$ cat config.mk
export PLATFORM = sky130hd
export DESIGN_NAME = reliable_datagram_session_control_core
export DESIGN_NICKNAME = d
export VERILOG_FILES = /design/src/rdsc_pkg.sv /design/src/rdsc_ctrl.sv /design/src/reliable_datagram_session_control_core.sv
export SDC_FILE = /design/constraint.sdc
export NUM_CORES = 1
export LEC_CHECK = 0
export ABC_CLOCK_PERIOD_IN_PS = 3700
export BUFFER_PORTS_ARGS = -buffer_cell sky130_fd_sc_hd__clkbuf_2
export CORE_ASPECT_RATIO = 1.25
export CORE_UTILIZATION = 42
export DETAILED_ROUTE_END_ITERATION = 6
export SLEW_MARGIN = 20
export SYNTH_ARGS = -nofsm -noshare
export SYNTH_HDL_FRONTEND = slang
export SYNTH_SLANG_ARGS = --single-unit
$ cat constraint.sdc
create_clock -name i_clk -period 3.7 [get_ports i_clk]
set_input_delay 0.555 -clock i_clk [delete_from_list [all_inputs] [get_ports i_clk]]
set_output_delay 0.555 -clock i_clk [all_outputs]
set_load 0.005 [all_outputs]
$ cat src/rdsc_pkg.sv
// Shared types and constants of the datagram session controller.
package rdsc_pkg;

    typedef enum logic [3:0] {
        ACT_AUTH,
        ACT_JOIN,
        ACT_MESSAGE,
        ACT_TICK,
        ACT_CONFIRM,
        ACT_REPLY,
        ACT_MSG,
        ACT_ERR,
        ACT_BYE,
        ACT_UNKNOWN
    } t_action;

    typedef enum logic [2:0] {
        SEND_NONE,
        SEND_AUTH,
        SEND_JOIN,
        SEND_MSG,
        SEND_ACK,
        SEND_CLOSE,
        SEND_RESEND
    } t_send_kind;

    typedef enum logic [1:0] {
        REPLY_NONE,
        REPLY_OK,
        REPLY_FAIL
    } t_reply;

    typedef enum logic [2:0] {
        ST_OK,
        ST_WRONG_STATE,
        ST_BUSY,
        ST_ENDED,
        ST_TIMED_OUT,
        ST_PROTO_ERR,
        ST_ALREADY_ENDED
    } t_status;

    typedef enum logic [1:0] {
        SES_START,
        SES_AUTH,
        SES_OPEN
    } t_session;

    typedef struct packed {
        logic        reply_ok;
        logic [15:0] frame_id;
        t_action     action;
    } t_event;

    typedef struct packed {
        t_session    session_now;
        t_status     status;
        t_reply      reply_result;
        logic        deliver;
        logic [15:0] send_id;
        t_send_kind  send_kind;
    } t_result;

    localparam int CFG_IDX_W = 1;
    localparam logic [CFG_IDX_W-1:0] CFG_TIMEOUT = 1'b0;
    localparam logic [CFG_IDX_W-1:0] CFG_RETRIES = 1'b1;

    localparam logic [15:0] TIMEOUT_RST = 16'd250;
    localparam logic [7:0]  RETRIES_RST = 8'd3;

endpackage

$ cat src/rdsc_ctrl.sv
// Session state registers and the per-event decision logic.
module rdsc_ctrl
    import rdsc_pkg::*;
(
    input  logic        i_clk,
    input  logic        i_rst_n,
    input  logic        i_step,
    input  t_event      i_event,
    input  logic [15:0] i_timeout,
    input  logic [7:0]  i_max_retries,
    output t_result     o_result
);

    t_session    r_session, n_session;
    logic        r_await, n_await;
    logic [7:0]  r_retry, n_retry;
    logic [15:0] r_tx, n_tx;
    logic        r_seen, n_seen;
    logic [15:0] r_last, n_last;
    logic [15:0] r_countdown, n_countdown;
    logic        r_ended, n_ended;

    logic [15:0] tx_prev;
    logic        reply_match;
    logic        msg_new;
    logic        expired_retry;

    assign tx_prev       = r_tx - 16'd1;
    assign reply_match   = (i_event.frame_id == tx_prev);
    assign msg_new       = !r_seen || (i_event.frame_id > r_last);
    assign expired_retry = (r_retry < i_max_retries);

    // next state
    always_comb begin
        n_session   = r_session;
        n_await     = r_await;
        n_retry     = r_retry;
        n_tx        = r_tx;
        n_seen      = r_seen;
        n_last      = r_last;
        n_countdown = r_countdown;
        n_ended     = r_ended;
        if (!r_ended) begin
            unique case (i_event.action) inside
                ACT_AUTH, ACT_JOIN, ACT_MESSAGE: begin
                    if (!r_await) begin
                        if (i_event.action == ACT_AUTH) begin
                            if (r_session != SES_OPEN) begin
                                n_session   = SES_AUTH;
                                n_await     = 1'b1;
                                n_countdown = i_timeout;
                            end
                        end else if (r_session == SES_OPEN) begin
                            n_await     = 1'b1;
                            n_countdown = i_timeout;
                        end
                    end
                end
                ACT_TICK: begin
                    if (r_await) begin
                        if (r_countdown > 16'd1) begin
                            n_countdown = r_countdown - 16'd1;
                        end else if (expired_retry) begin
                            n_retry     = r_retry + 8'd1;
                            n_countdown = i_timeout;
                        end else begin
                            n_ended = 1'b1;
                            n_await = 1'b0;
                        end
                    end
                end
                ACT_CONFIRM: begin
                    if (r_await && (i_event.frame_id == r_tx)) begin
                        n_await     = 1'b0;
                        n_tx        = r_tx + 16'd1;
                        n_retry     = '0;
                        n_countdown = i_timeout;
                    end
                end
                ACT_REPLY: begin
                    if (reply_match && i_event.reply_ok) begin
                        n_session = SES_OPEN;
                    end
                end
                ACT_MSG: begin
                    if (msg_new) begin
                        n_seen = 1'b1;
                        n_last = i_event.frame_id;
                    end
                end
                default: begin
                    n_ended = 1'b1;
                end
            endcase
        end
    end

    // result fields
    always_comb begin
        o_result              = '0;
        o_result.send_kind    = SEND_NONE;
        o_result.reply_result = REPLY_NONE;
        o_result.status       = ST_OK;
        o_result.session_now  = n_session;
        if (r_ended) begin
            o_result.status = ST_ALREADY_ENDED;
        end else begin
            unique case (i_event.action) inside
                ACT_AUTH, ACT_JOIN, ACT_MESSAGE: begin
                    if (r_await) begin
                        o_result.status = ST_BUSY;
                    end else if (i_event.action == ACT_AUTH) begin
                        if (r_session != SES_OPEN) begin
                            o_result.send_kind = SEND_AUTH;
                            o_result.send_id   = r_tx;
                        end else begin
                            o_result.status = ST_WRONG_STATE;
                        end
                    end else if (r_session == SES_OPEN) begin
                        o_result.send_kind = (i_event.action == ACT_JOIN) ? SEND_JOIN : SEND_MSG;
                        o_result.send_id   = r_tx;
                    end else begin
                        o_result.status = ST_WRONG_STATE;
                    end
                end
                ACT_TICK: begin
                    if (r_await && (r_countdown <= 16'd1)) begin
                        if (expired_retry) begin
                            o_result.send_kind = SEND_RESEND;
                            o_result.send_id   = r_tx;
                        end else begin
                            o_result.status = ST_TIMED_OUT;
                        end
                    end
                end
                ACT_CONFIRM: begin
                    o_result.status = ST_OK;
                end
                ACT_REPLY: begin
                    o_result.send_kind = SEND_ACK;
                    o_result.send_id   = i_event.frame_id;
                    if (reply_match) begin
                        o_result.reply_result = i_event.reply_ok ? REPLY_OK : REPLY_FAIL;
                    end
                end
                ACT_MSG: begin
                    o_result.send_kind = SEND_ACK;
                    o_result.send_id   = i_event.frame_id;
                    o_result.deliver   = msg_new;
                end
                ACT_ERR: begin
                    o_result.send_kind = SEND_ACK;
                    o_result.send_id   = i_event.frame_id;
                    o_result.status    = ST_ENDED;
                end
                ACT_BYE: begin
                    o_result.status = ST_ENDED;
                end
                default: begin
                    o_result.send_kind = SEND_CLOSE;
                    o_result.status    = ST_PROTO_ERR;
                end
            endcase
        end
    end

    always_ff @(posedge i_clk) begin
        if (!i_rst_n) begin
            r_session   <= SES_START;
            r_await     <= 1'b0;
            r_retry     <= '0;
            r_tx        <= '0;
            r_seen      <= 1'b0;
            r_last      <= '0;
            r_countdown <= '0;
            r_ended     <= 1'b0;
        end else if (i_step) begin
            r_session   <= n_session;
            r_await     <= n_await;
            r_retry     <= n_retry;
            r_tx        <= n_tx;
            r_seen      <= n_seen;
            r_last      <= n_last;
            r_countdown <= n_countdown;
            r_ended     <= n_ended;
        end
    end

endmodule

$ cat src/reliable_datagram_session_control_core.sv
// Stop-and-wait session controller: one event in, one result out. Events are
// taken one per clock at full rate while the result port is not stalled; each
// request passes an input register and then the decision logic into the result
// register, from which its result is offered. The session state is updated as
// the request leaves the input register, so back-to-back events see each
// other's effects in order. Register writes are always ready. A new timeout
// applies at the next countdown load, a new retry limit at the next expiry.
module reliable_datagram_session_control_core
    import rdsc_pkg::*;
(
    input  logic                 i_clk,
    input  logic                 i_rst_n,
    input  logic                 s_axis_tvalid,
    output logic                 s_axis_tready,
    input  logic [23:0]          s_axis_tdata,  // frame_id[15:0], reply_ok[16], zero pad
    input  logic [3:0]           s_axis_tuser,  // action[3:0]
    output logic                 m_axis_tvalid,
    input  logic                 m_axis_tready,
    output logic [23:0]          m_axis_tdata,  // send_id[15:0], deliver[16],
                                                // reply_result[18:17], status[21:19],
                                                // session_now[23:22]
    output logic [2:0]           m_axis_tuser,  // send_kind[2:0]
    input  logic                 i_cfg_valid,
    output logic                 o_cfg_ready,
    input  logic [CFG_IDX_W-1:0] i_cfg_index,
    input  logic [15:0]          i_cfg_data
);

    logic        r_in_valid;
    t_event      r_in;
    logic        r_out_valid;
    t_result     r_out;
    logic [15:0] r_timeout;
    logic [7:0]  r_max_retries;

    t_result     result;
    logic        advance;

    assign advance       = r_in_valid && (!r_out_valid || m_axis_tready);
    assign s_axis_tready = !r_in_valid || advance;
    assign o_cfg_ready   = 1'b1;

    always_ff @(posedge i_clk) begin
        if (!i_rst_n) begin
            r_timeout     <= TIMEOUT_RST;
            r_max_retries <= RETRIES_RST;
        end else if (i_cfg_valid) begin
            unique case (i_cfg_index)
                CFG_TIMEOUT: r_timeout     <= i_cfg_data;
                CFG_RETRIES: r_max_retries <= i_cfg_data[7:0];
                default:     r_timeout     <= r_timeout;
            endcase
        end
    end

    always_ff @(posedge i_clk) begin
        if (!i_rst_n) begin
            r_in_valid <= 1'b0;
        end else if (s_axis_tready) begin
            r_in_valid <= s_axis_tvalid;
        end
    end

    always_ff @(posedge i_clk) begin
        if (s_axis_tready && s_axis_tvalid) begin
            r_in.action   <= t_action'(s_axis_tuser);
            r_in.frame_id <= s_axis_tdata[15:0];
            r_in.reply_ok <= s_axis_tdata[16];
        end
    end

    rdsc_ctrl u_ctrl (
        .i_clk         (i_clk),
        .i_rst_n       (i_rst_n),
        .i_step        (advance),
        .i_event       (r_in),
        .i_timeout     (r_timeout),
        .i_max_retries (r_max_retries),
        .o_result      (result)
    );

    always_ff @(posedge i_clk) begin
        if (!i_rst_n) begin
            r_out_valid <= 1'b0;
        end else if (advance) begin
            r_out_valid <= 1'b1;
        end else if (m_axis_tready) begin
            r_out_valid <= 1'b0;
        end
    end

    always_ff @(posedge i_clk) begin
        if (advance) begin
            r_out <= result;
        end
    end

    assign m_axis_tvalid = r_out_valid;
    assign m_axis_tuser  = r_out.send_kind;
    assign m_axis_tdata  = {r_out.session_now, r_out.status, r_out.reply_result,
                            r_out.deliver, r_out.send_id};

`ifndef SYNTHESIS
    a_advance_fills: assert property (@(posedge i_clk) disable iff (!i_rst_n)
        advance |=> r_out_valid)
        else $error("result register not loaded after advance");

    a_idle_id_zero: assert property (@(posedge i_clk) disable iff (!i_rst_n)
        r_out_valid && (r_out.send_kind == SEND_NONE || r_out.send_kind == SEND_CLOSE)
        |-> r_out.send_id == 16'd0)
        else $error("nonzero id with no frame or bye");

    a_deliver_confirms: assert property (@(posedge i_clk) disable iff (!i_rst_n)
        r_out_valid && (r_out.deliver || r_out.reply_result != REPLY_NONE)
        |-> r_out.send_kind == SEND_ACK)
        else $error("delivered frame not confirmed");

    a_ended_quiet: assert property (@(posedge i_clk) disable iff (!i_rst_n)
        r_out_valid && r_out.status == ST_ALREADY_ENDED
        |-> r_out.send_kind == SEND_NONE && !r_out.deliver)
        else $error("activity after session end");
`endif

endmodule
# Yosys cells after proc, flatten, opt, wreduce, memory -nomap -nowiden
# Index checks and enable logic that the tools add are counted.
[word_totals]
elab_cells = 137
output_inout_bits = 30
register_bits = 135
input_bits = 50
[classes]
bitwise_logic = 5
mux = 53
n_addsub = 4
reduce_logical = 30
n_lt_le_gt_ge = 4
n_eq_ne = 20
[ops]
columns = ["operator", "count"]
rows = [
  ["2-to-1 mux 16 bit", 8],
  ["2-to-1 mux 19 bit", 6],
  ["one-hot mux 16 bit (3 select lines)", 2],
  ["== test 16 bit", 2],
  ["2-to-1 mux 8 bit", 4],
  ["subtractor 16 x 1 -> 16 bit, second input constant", 2],
  ["one-hot mux 3 bit (4 select lines)", 2],
  ["2-to-1 mux 1 bit", 18],
  ["adder 16 x 1 -> 16 bit, second input constant", 1],
  ["== test 4 x 3 -> 1 bit, second input constant", 4],
  ["> comparator 16 x 1 -> 1 bit, second input constant", 1],
  ["> comparator 16 bit", 1],
  ["less-or-equal comparator 16 x 1 -> 1 bit, second input constant", 1],
  ["one-hot mux 8 bit (2 select lines)", 1],
  ["2-to-1 mux 2 bit", 6],
  ["AND reduction 4 bit", 3],
  ["OR reduction 3 bit", 4],
  ["2-to-1 mux 3 bit", 3],
  ["AND reduction 9 bit", 1],
  ["adder 8 x 1 -> 8 bit, second input constant", 1],
  ["== test 4 x 2 -> 1 bit, second input constant", 2],
  ["less-than comparator 8 bit", 1],
  ["inequality test 2 bit, second input constant", 4],
  ["AND reduction 7 bit", 1],
  ["20 further kinds", 37],
]

# Longest topological paths before layout
# Gate-level depths: netlist (run 1).
[logic_depth]
ltp_word = 6
mapped_depth = 11
depth_no_buf = 9

# Cells and area by module
# From an unflattened synthesis (run 1), not the netlist that was laid out.
[unflattened]
hier_cells = 849
hier_area_um2 = 7629.8
[modules_own_cells]
columns = ["module", "cells_per_inst", "seq_area_each_um2", "area_per_inst_um2", "instances"]
rows = [
  ["rdsc_ctrl", 683, 1221.2, 5083.6, 1],
  ["reliable_datagram_session_control_core", 166, 1961.9, 2546.2, 1],
]

# Least setup slack after synthesis (run 1)
# No wires, ideal clock.
[synth_timing]
path_kind = "register -> register"
from = "reg u_ctrl.r_tx[0]"
to = "reg r_out (netlist bit m_axis_tdata[22]) (data pin)"
path_stages_with_launch = 12
path_slack_ns = 0.822
arrival_ns = 2.620
synth_period_minus_slack_ns = 2.878
required_time_ns = 3.441
n_path_buf = 2
setup_time_ns = 0.259
path_cell_list = "dfxtp_1 -> clkbuf_1 -> inv_1 -> ha_1 -> clkbuf_1 -> o21ba_2 -> a221oi_1 -> o22ai_1 -> a2111oi_2 -> o211ai_1 -> o31a_1 -> o21bai_1"
[synth_lines]
columns = ["element", "line_no", "text"]
rows = [
  ["from (decl)", "rdsc_ctrl.sv:17", "logic [15:0] r_tx, n_tx;"],
  ["from (signal assigned)", "rdsc_ctrl.sv:181", "r_tx <= n_tx;"],
  ["to (signal assigned)", "reliable_datagram_session_control_core.sv:94", "r_out <= result;"],
  ["to (decl)", "reliable_datagram_session_control_core.sv:32", "t_result r_out;"],
]

==> summary.txt, run 1 <==
Outcome
  • Outcome: finished clean

Cells and area
  • Number of cells in the finished layout apart from fillers: ~1100
  • Fraction of final layout cells sized beyond drive strength 1: 0.154
  • Final core utilization: 0.492
  • Number of fill cells in the layout: 1714
  • Layout-stage area growth over the synthesis result: 14.5%
  • Reg area: ~0.0032 mm2
  • Nets@finish: 962
  • Diodes inserted: 0
  • Multi-input gate area: 0.00392 mm2

GRT
  • Global route total overflow: 0
  • Wire length of the first global-routing pass: approximately 28 mm
  • Largest net degree at the start of global routing: 45
  • Number of global-route vias before repair: 5483
  • Number of antenna violations at the first check in global routing: 0
  • Global-route total usage across every layer: 0.199

Synthesis
  • Share of synthesized flip-flops with an asynchronous set or reset: 0
  • Mean post-synth cell area: around 9 um2
  • Post-synthesis instance total: 834
  • Unique cell type count in the Yosys netlist: 76
  • Netlist area before placement: ~0.0075 mm2
  • Register bit count reported by yosys: roughly 140
  • Total of warnings raised by yosys: 0
  • Share of the synthesized area in the top cell type: 0.233
  • Post-synthesis sequential area ratio: 0.425
  • Post-Syn Nets: between 900 and 1000
  • Top post-synthesis cells by area: dfxtp_1 23%, edfxtp_1 19%, ha_1 4.8%
  • Predominant post-synthesis flop cell: dfxtp_1
  • EDFF count, synth: 48
  • Dominant cell type by area after synthesis: dfxtp_1

Clock tree
  • PostCTS Resize Cnt: 0
  • TritonCTS clock tree: built
  • Num CTS Buffers: 17
  • Number of clock sinks: roughly 140
  • Post-CTS Repair Setup Buffers: 0
  • Maximum buffer depth of the clock tree: 2
  • Max H-tree Level: 4
  • Insertion delay to the later sink of the worst-skew pair: 0.43 ns
  • Reg clk slew, reported paths: about 0.06 ns
  • CTS Root Buffer Type: clkbuf_16
  • Number of buffers inserted by hold repair at cts: 0

Pwr
  • Cell area power density: 415 mW/mm2
  • Leakage component of the power: 0.00330 uW
  • Worst IR drop on VDD: 0.293 mV

Routing
  • Vias after detailed routing: between 5000 and 6000
  • Post-DR wirelength/cell: 15.4 um
  • Count of routing violations after the opening detailed-route iteration: around 240
  • Count of nets left with antenna violations after detail routing: 0
  • Total Wirelength: 17.2 mm
  • Post-DR vias/cell: approximately 5.3
  • Initial DRT Pass Iterations: 4
  • Number of remaining DRC errors: 0

Floorplan
  • Die ar.: between 0.015 and 0.02 mm2
  • Horiz. Die Dim: about 120 um
  • Floorplan Core Area: 0.0174 mm2
  • Initial Util: 0.430
  • Chip height: 151 um
  • # IOs: 80
  • Number of cell rows: 54

Placed design
  • # placed instances: 1088
  • Final weighted congestion of routability-driven global placement: 0.918
  • Total of buffers placed on input and output ports: 71
  • Pre-CTS WS: 0.550 ns
  • Placed wire-length estimate: 12.5 mm

Worst setup path
  • Maximum net fanout on the critical path: 13
  • Count of cells along the worst register-to-register path: 9
  • Setup crit start kind: register
  • CP startpoint: u_ctrl.r_tx[1]
  • Element type at the critical path end: register
  • Worst R2R Start: u_ctrl.r_tx[1]
  • Worst path required time: around 3.9 ns
  • Critical path start-end classification: register to register
  • Data arrival time at the worst-slack endpoint: 3.45 ns

Timing
  • Transition time at the pin with the least slew margin: between 0.9 and 1 ns
  • Final total negative setup slack: 0 ns
  • Min Clock Period, post-route: between 3 and 4 ns
  • Final-report hold violation count: 0
  • Unrepaired setup endpoints after global routing: no
  • Number of setup violations in the final report: 0
  • Pins over their slew limit: 0
  • Worst setup skew after layout: 0.0126 ns
  • Fin crit share: 0.886
  • Relative slew margins: 0.382
  • Maximum clock frequency: a little over 300 MHz
  • Crit path setup slack, layout: approximately 0.42 ns

Hold path
  • Critical hold path startpoint: s_axis_tdata[8]
  • Number of cells on the worst hold path: 1
  • Path type of the worst min-delay path: input port to register

Job
  • Count of maximum capacitance violations: 0
==> routing by layer <==
layer,GRT usage,vias up,wire [um]
li1,-,3074,-
met1,0.247,2778,7630
met2,0.335,105,8590
met3,0.0392,23,566
met4,0.0840,2,393
met5,0,-,6
==> cells in the final DEF (no fill, tap or decap), drive strengths merged, types with 3 or more instances in the layout <==
| cell | count |
|---|---|
| a211oi | 4 |
| a21boi | 41 |
| a21o | 8 |
| a21oi | 32 |
| a22oi | 19 |
| a31oi | 6 |
| and2 | 13 |
| and3 | 3 |
| buf | 12 |
| clkbuf | 92 |
| clkinv | 5 |
| dfxtp | 87 |
| edfxtp | 48 |
| ha | 29 |
| inv | 46 |
| mux2i | 17 |
| nand2 | 79 |
| nand2b | 12 |
| nand3 | 16 |
| nand4 | 16 |
| nand4b | 3 |
| nor2 | 69 |
| nor2b | 22 |
| nor3 | 23 |
| nor3b | 4 |
| nor4 | 15 |
| nor4b | 4 |
| o2111ai | 3 |
| o211ai | 4 |
| o21a | 5 |
| o21ai | 43 |
| o31ai | 3 |
| or2 | 16 |
| or3 | 15 |
| or4 | 9 |
| or4b | 3 |
| xnor2 | 16 |
| xor2 | 19 |
==> area by class of cell <==
type,instances,share of cell area
flip-flops and latches,135,0.371
well taps,224,0.0327
inverters,43,0.0188
repair buffers,83,0.0520
clock buffers,21,0.0574
clock inverters,10,0.0107
multi-input cells,603,0.457
==> report_power, final <==
group | internal (uW) | switching [uW] | total, uW
sequential | 1590 | 42.9 | 1630
clock | 1010 | 633 | 1650
combinational | 120 | 158 | 278
==> cell families (layout without fill, tap and decap cells) <==
| group | after synthesis | in the layout | synth area share |
|---|---|---|---|
| xor+xnor | 36 | 36 | 0.0451 |
| simple gates | 328 | 328 | 0.233 |
| flops | 135 | 135 | 0.425 |
| other cells | 1 | 1 | 0.000501 |
| mux | 18 | 18 | 0.0242 |
| compound gates | 191 | 191 | 0.172 |
| fa+ha+maj | 29 | 29 | 0.0484 |
| buf+inv | 96 | 157 | 0.0523 |
==> synthesized netlist by cell type (6+ instances only) <==
cell type / n
dfxtp_1: 87
nand2_1: 79
nor2_1: 69
edfxtp_1: 48
inv_1: 43
o21ai_0: 41
clkbuf_1: 40
a21boi_0: 35
a21oi_1: 32
ha_1: 29
nor2b_1: 22
nor3_1: 22
a22oi_1: 19
xor2_1: 19
mux2i_1: 17
nand3_1: 16
nand4_1: 16
xnor2_1: 15
or3_1: 14
nor4_1: 13
and2_1: 12
nand2b_1: 12
or2_0: 11
buf_2: 9
a21o_1: 8
or4_1: 8
a21boi_1: 6
a31oi_1: 6
==> worst paths after layout <==
path	to	slack (ns)
worst min register to register	r_max_retries[3]	0.46
worst max-delay path	m_axis_tdata[22]	0.42
worst max register to register	m_axis_tdata[22]	0.42
worst min-delay path	r_in[12]	0.31
==> per-stage QoR <==
stage               instance area (um2)  power (uW)  hold WS, ns
floorplan                          7490        1840        0.441
global placement                   7990        1950        0.452
detailed placement                 7990        1950        0.458
CTS                                8570        3610        0.290
global route                       8570        3710        0.290
finish                             8570        3560        0.306
==> state kept, by name (all words and copies together), names as in the netlist, 2 cells and up <==
signal              count
m_axis_tdata           24
m_axis_tuser            3
r_in                   21
r_max_retries           8
r_timeout              16
u_ctrl.r_countdown     16
u_ctrl.r_last          16
u_ctrl.r_retry          8
u_ctrl.r_session        2
u_ctrl.r_tx            16
==> worst max-delay path: stages (launching register included) <==
cell,delay (ns)
dfxtp_1,0.58
inv_1,0.11
ha_1,0.39
o21ba_2,0.27
a221oi_1,0.33
o22ai_1,0.16
a2111oi_2,0.45
o211ai_1,0.27
o31a_1,0.31
o21bai_1,0.15
(Power assumes the default switching activity.)
==> inputs of run 2 (changes only) <==
- CORE_ASPECT_RATIO: 1.25 -> unset
==> run 2 against run 1 <==
Net effect:
- largest cell class unchanged
- worst setup slack improved by 0.21 ns
- sequential share of layout area barely moved
- sequential power barely moved
- critical endpoint unchanged
- clock power is 2% lower
- first-iteration DRC count rose by 50%
==> summary.txt, run 2 (same netlist as run 1, synthesis figures left out) <==
Cells and area
  • Diodes inserted: 0 (unchanged)
  • Fraction of final layout cells sized beyond drive strength 1: 0.157 (+0.00300)
  • Max FFs per register: 24 (unchanged)
  • Layout-stage area growth over the synthesis result: 14.4% (about the same)
  • Most used cells in the layout excluding fill and tap cells: 87 x dfxtp_1, 79 x nand2_1, 71 x clkbuf_2
  • Nets@finish: 963 (+0.10%)
  • Number of fill cells in the layout: 1665 (-2.9%)
  • Most common cell after layout, fill and taps aside: dfxtp_1

GRT
  • Number of antenna violations at the first check in global routing: 0 (unchanged)
  • Global route total overflow: 0 (unchanged)
  • Wire length of the first global-routing pass: 28.6 mm (+1.6%)
  • Global-route total usage across every layer: 0.200 (+0.000726)
  • Number of global-route vias before repair: 5544 (+1.1%)
  • Largest net degree at the start of global routing: 38 (-16%)

Clock tree
  • Number of buffers inserted by hold repair at cts: 0 (unchanged)
  • Num CTS Buffers: 17 (unchanged)
  • Number of clock sinks: 135 (unchanged)
  • Max H-tree Level: 4 (unchanged)
  • Maximum buffer depth of the clock tree: 2 (unchanged)
  • PostCTS Resize Cnt: 0 (unchanged)
  • CTS Root Buffer Type: clkbuf_16
  • Reg clk slew, reported paths: 0.06 ns (about the same)
  • Post-CTS Repair Setup Buffers: 0 (unchanged)
  • Insertion delay to the later sink of the worst-skew pair: 0.43 ns (about the same)
  • TritonCTS clock tree: built

Placed design
  • Final weighted congestion of routability-driven global placement: 0.906 (-1.3%)
  • Placed wire-length estimate: 12.4 mm (-0.38%)
  • Total of buffers placed on input and output ports: 71 (unchanged)

Routing
  • Count of nets left with antenna violations after detail routing: 0 (unchanged)
  • Vias after detailed routing: 6026 (+0.74%)
  • Post-DR wirelength/cell: 15.4 um (about the same)
  • Total Wirelength: 17.2 mm (+0.24%)
  • Post-DR vias/cell: 5.37 (+0.47%)
  • Initial DRT Pass Iterations: 5 (+1)
  • Number of remaining DRC errors: 0 (unchanged)
  • Count of routing violations after the opening detailed-route iteration: 352 (+50%)

Timing
  • Worst setup skew after layout: 0.00928 ns (-0.00334 ns)
  • Maximum clock frequency: 325 MHz (+6.7%)
  • Pins over their slew limit: 0 (unchanged)
  • Fin crit share: 0.831 (-0.0559)
  • Final total negative setup slack: 0 ns (unchanged)
  • WHS: 0.304 ns (-0.00196 ns)
  • Min Clock Period, post-route: 3.07 ns (-0.207 ns)
  • Final-report hold violation count: 0 (unchanged)
  • Number of setup violations in the final report: 0 (unchanged)
  • Relative slew margins: 0.376 (-0.00594)
  • Transition time at the pin with the least slew margin: 0.928 ns (+0.00309 ns)
  • Unrepaired setup endpoints after global routing: no

Pwr
  • Cell area power density: 411 mW/mm2 (-0.93%)
  • Leakage component of the power: 0.00330 uW (about the same)
  • Worst IR drop on VDD: 0.315 mV (+7.6%)

Hold path
  • Path type of the worst min-delay path: input port to register
  • Critical hold path startpoint: s_axis_tdata[9]
  • Hold endpoint: r_in[13]
  • Number of cells on the worst hold path: 1 (unchanged)

Floorplan
  • Horiz. Die Dim: 136 um (+12%)
  • Number of cell rows: 48 (-11%)
  • # IOs: 80 (unchanged)
  • Floorplan Core Area: 0.0174 mm2 (-0.43%)
  • Initial Util: 0.432 (+0.00186)
  • Die ar.: 0.0184 mm2 (about the same)
  • Chip height: 136 um (-10%)

Worst setup path
  • Worst R2R Start: u_ctrl.r_tx[2]
  • Worst R2R End: m_axis_tdata[22]
  • Worst path required time: 3.87 ns (about the same)
  • Slack of the worst reg-to-reg path: 0.63 ns (+0.21 ns)
  • Count of cells along the worst register-to-register path: 7 (-2)
  • Setup crit start kind: register
  • Element type at the critical path end: register
  • Data arrival time at the worst-slack endpoint: 3.25 ns (-0.20 ns)
  • Critical path start-end classification: register to register
  • Maximum net fanout on the critical path: 14 (+1)

Outcome
  • Outcome: finished clean

Job
  • Count of maximum capacitance violations: 0 (unchanged)
[run 2: cell types whose count changed in the layout (fill, tap and decap cells not counted)]
cell / delta
nor2b_2: +1
inv_4: +2
buf_4: +1
nor2b_1: -1
clkinvlp_4: +1
bufinv_16: -1
clkinv_4: -1
inv_6: -1
clkbuf_8: +1
[run 2: final cells by class]
cell class              count  area (um2)  share of cell area
clock buffers              22         505              0.0590
clock inverters            10        63.8             0.00745
inverters                  43         161              0.0188
multi-input cells         603        3920               0.458
flip-flops and latches    135        3180               0.371
well taps                 225         282              0.0329
repair buffers             84         453              0.0529
[run 2: how the worst max path moves through the flow]
stage	depth (start not counted)	end	slack (ns)	startpoint
after global routing	7	m_axis_tdata[2]	0.41	u_ctrl.r_countdown[11]
after floorplan	11	m_axis_tdata[22]	0.82	u_ctrl.r_tx[0]
after CTS	7	m_axis_tdata[22]	0.66	u_ctrl.r_tx[2]
final	7	m_axis_tdata[22]	0.63	u_ctrl.r_tx[2]
after global placement	7	m_axis_tdata[22]	0.67	u_ctrl.r_tx[2]
after detailed placement	7	m_axis_tdata[22]	0.66	u_ctrl.r_tx[2]
[run 2: per-layer routing]
metal / wire length (um) / global-route usage / vias to the layer above
met3: 763 / 0.0449 / 20
met5: 0 / 0 / -
met2: 7600 / 0.305 / 132
li1: - / - / 3085
met1: 8660 / 0.280 / 2789
met4: 210 / 0.0624 / 0
[run 2: power breakdown]
part	internal (uW)	switching [uW]
combinational	120	157
clock	965	646
sequential	1590	46.5
[run 2: critical path: stages (launching register included)]
cell and delay (ns):
dfxtp_1 0.45, or4_1 0.73, nor4_1 0.39, xor2_1 0.13, a2111oi_2 0.38, o211ai_1 0.27, o31a_1 0.31, o21bai_1 0.15
[run 2: through the flow]
step	setup slack (ns)	utilization	power (uW)	instance area [um2]	std cells
floorplan	0.822	-	1840	7490	834
global placement	0.673	0.461	1940	8000	1090
detailed placement	0.657	0.461	1950	8000	1090
CTS	0.657	0.494	3560	8570	1122
global route	0.413	0.494	3670	8570	1122
finish	0.627	0.494	3520	8570	1122
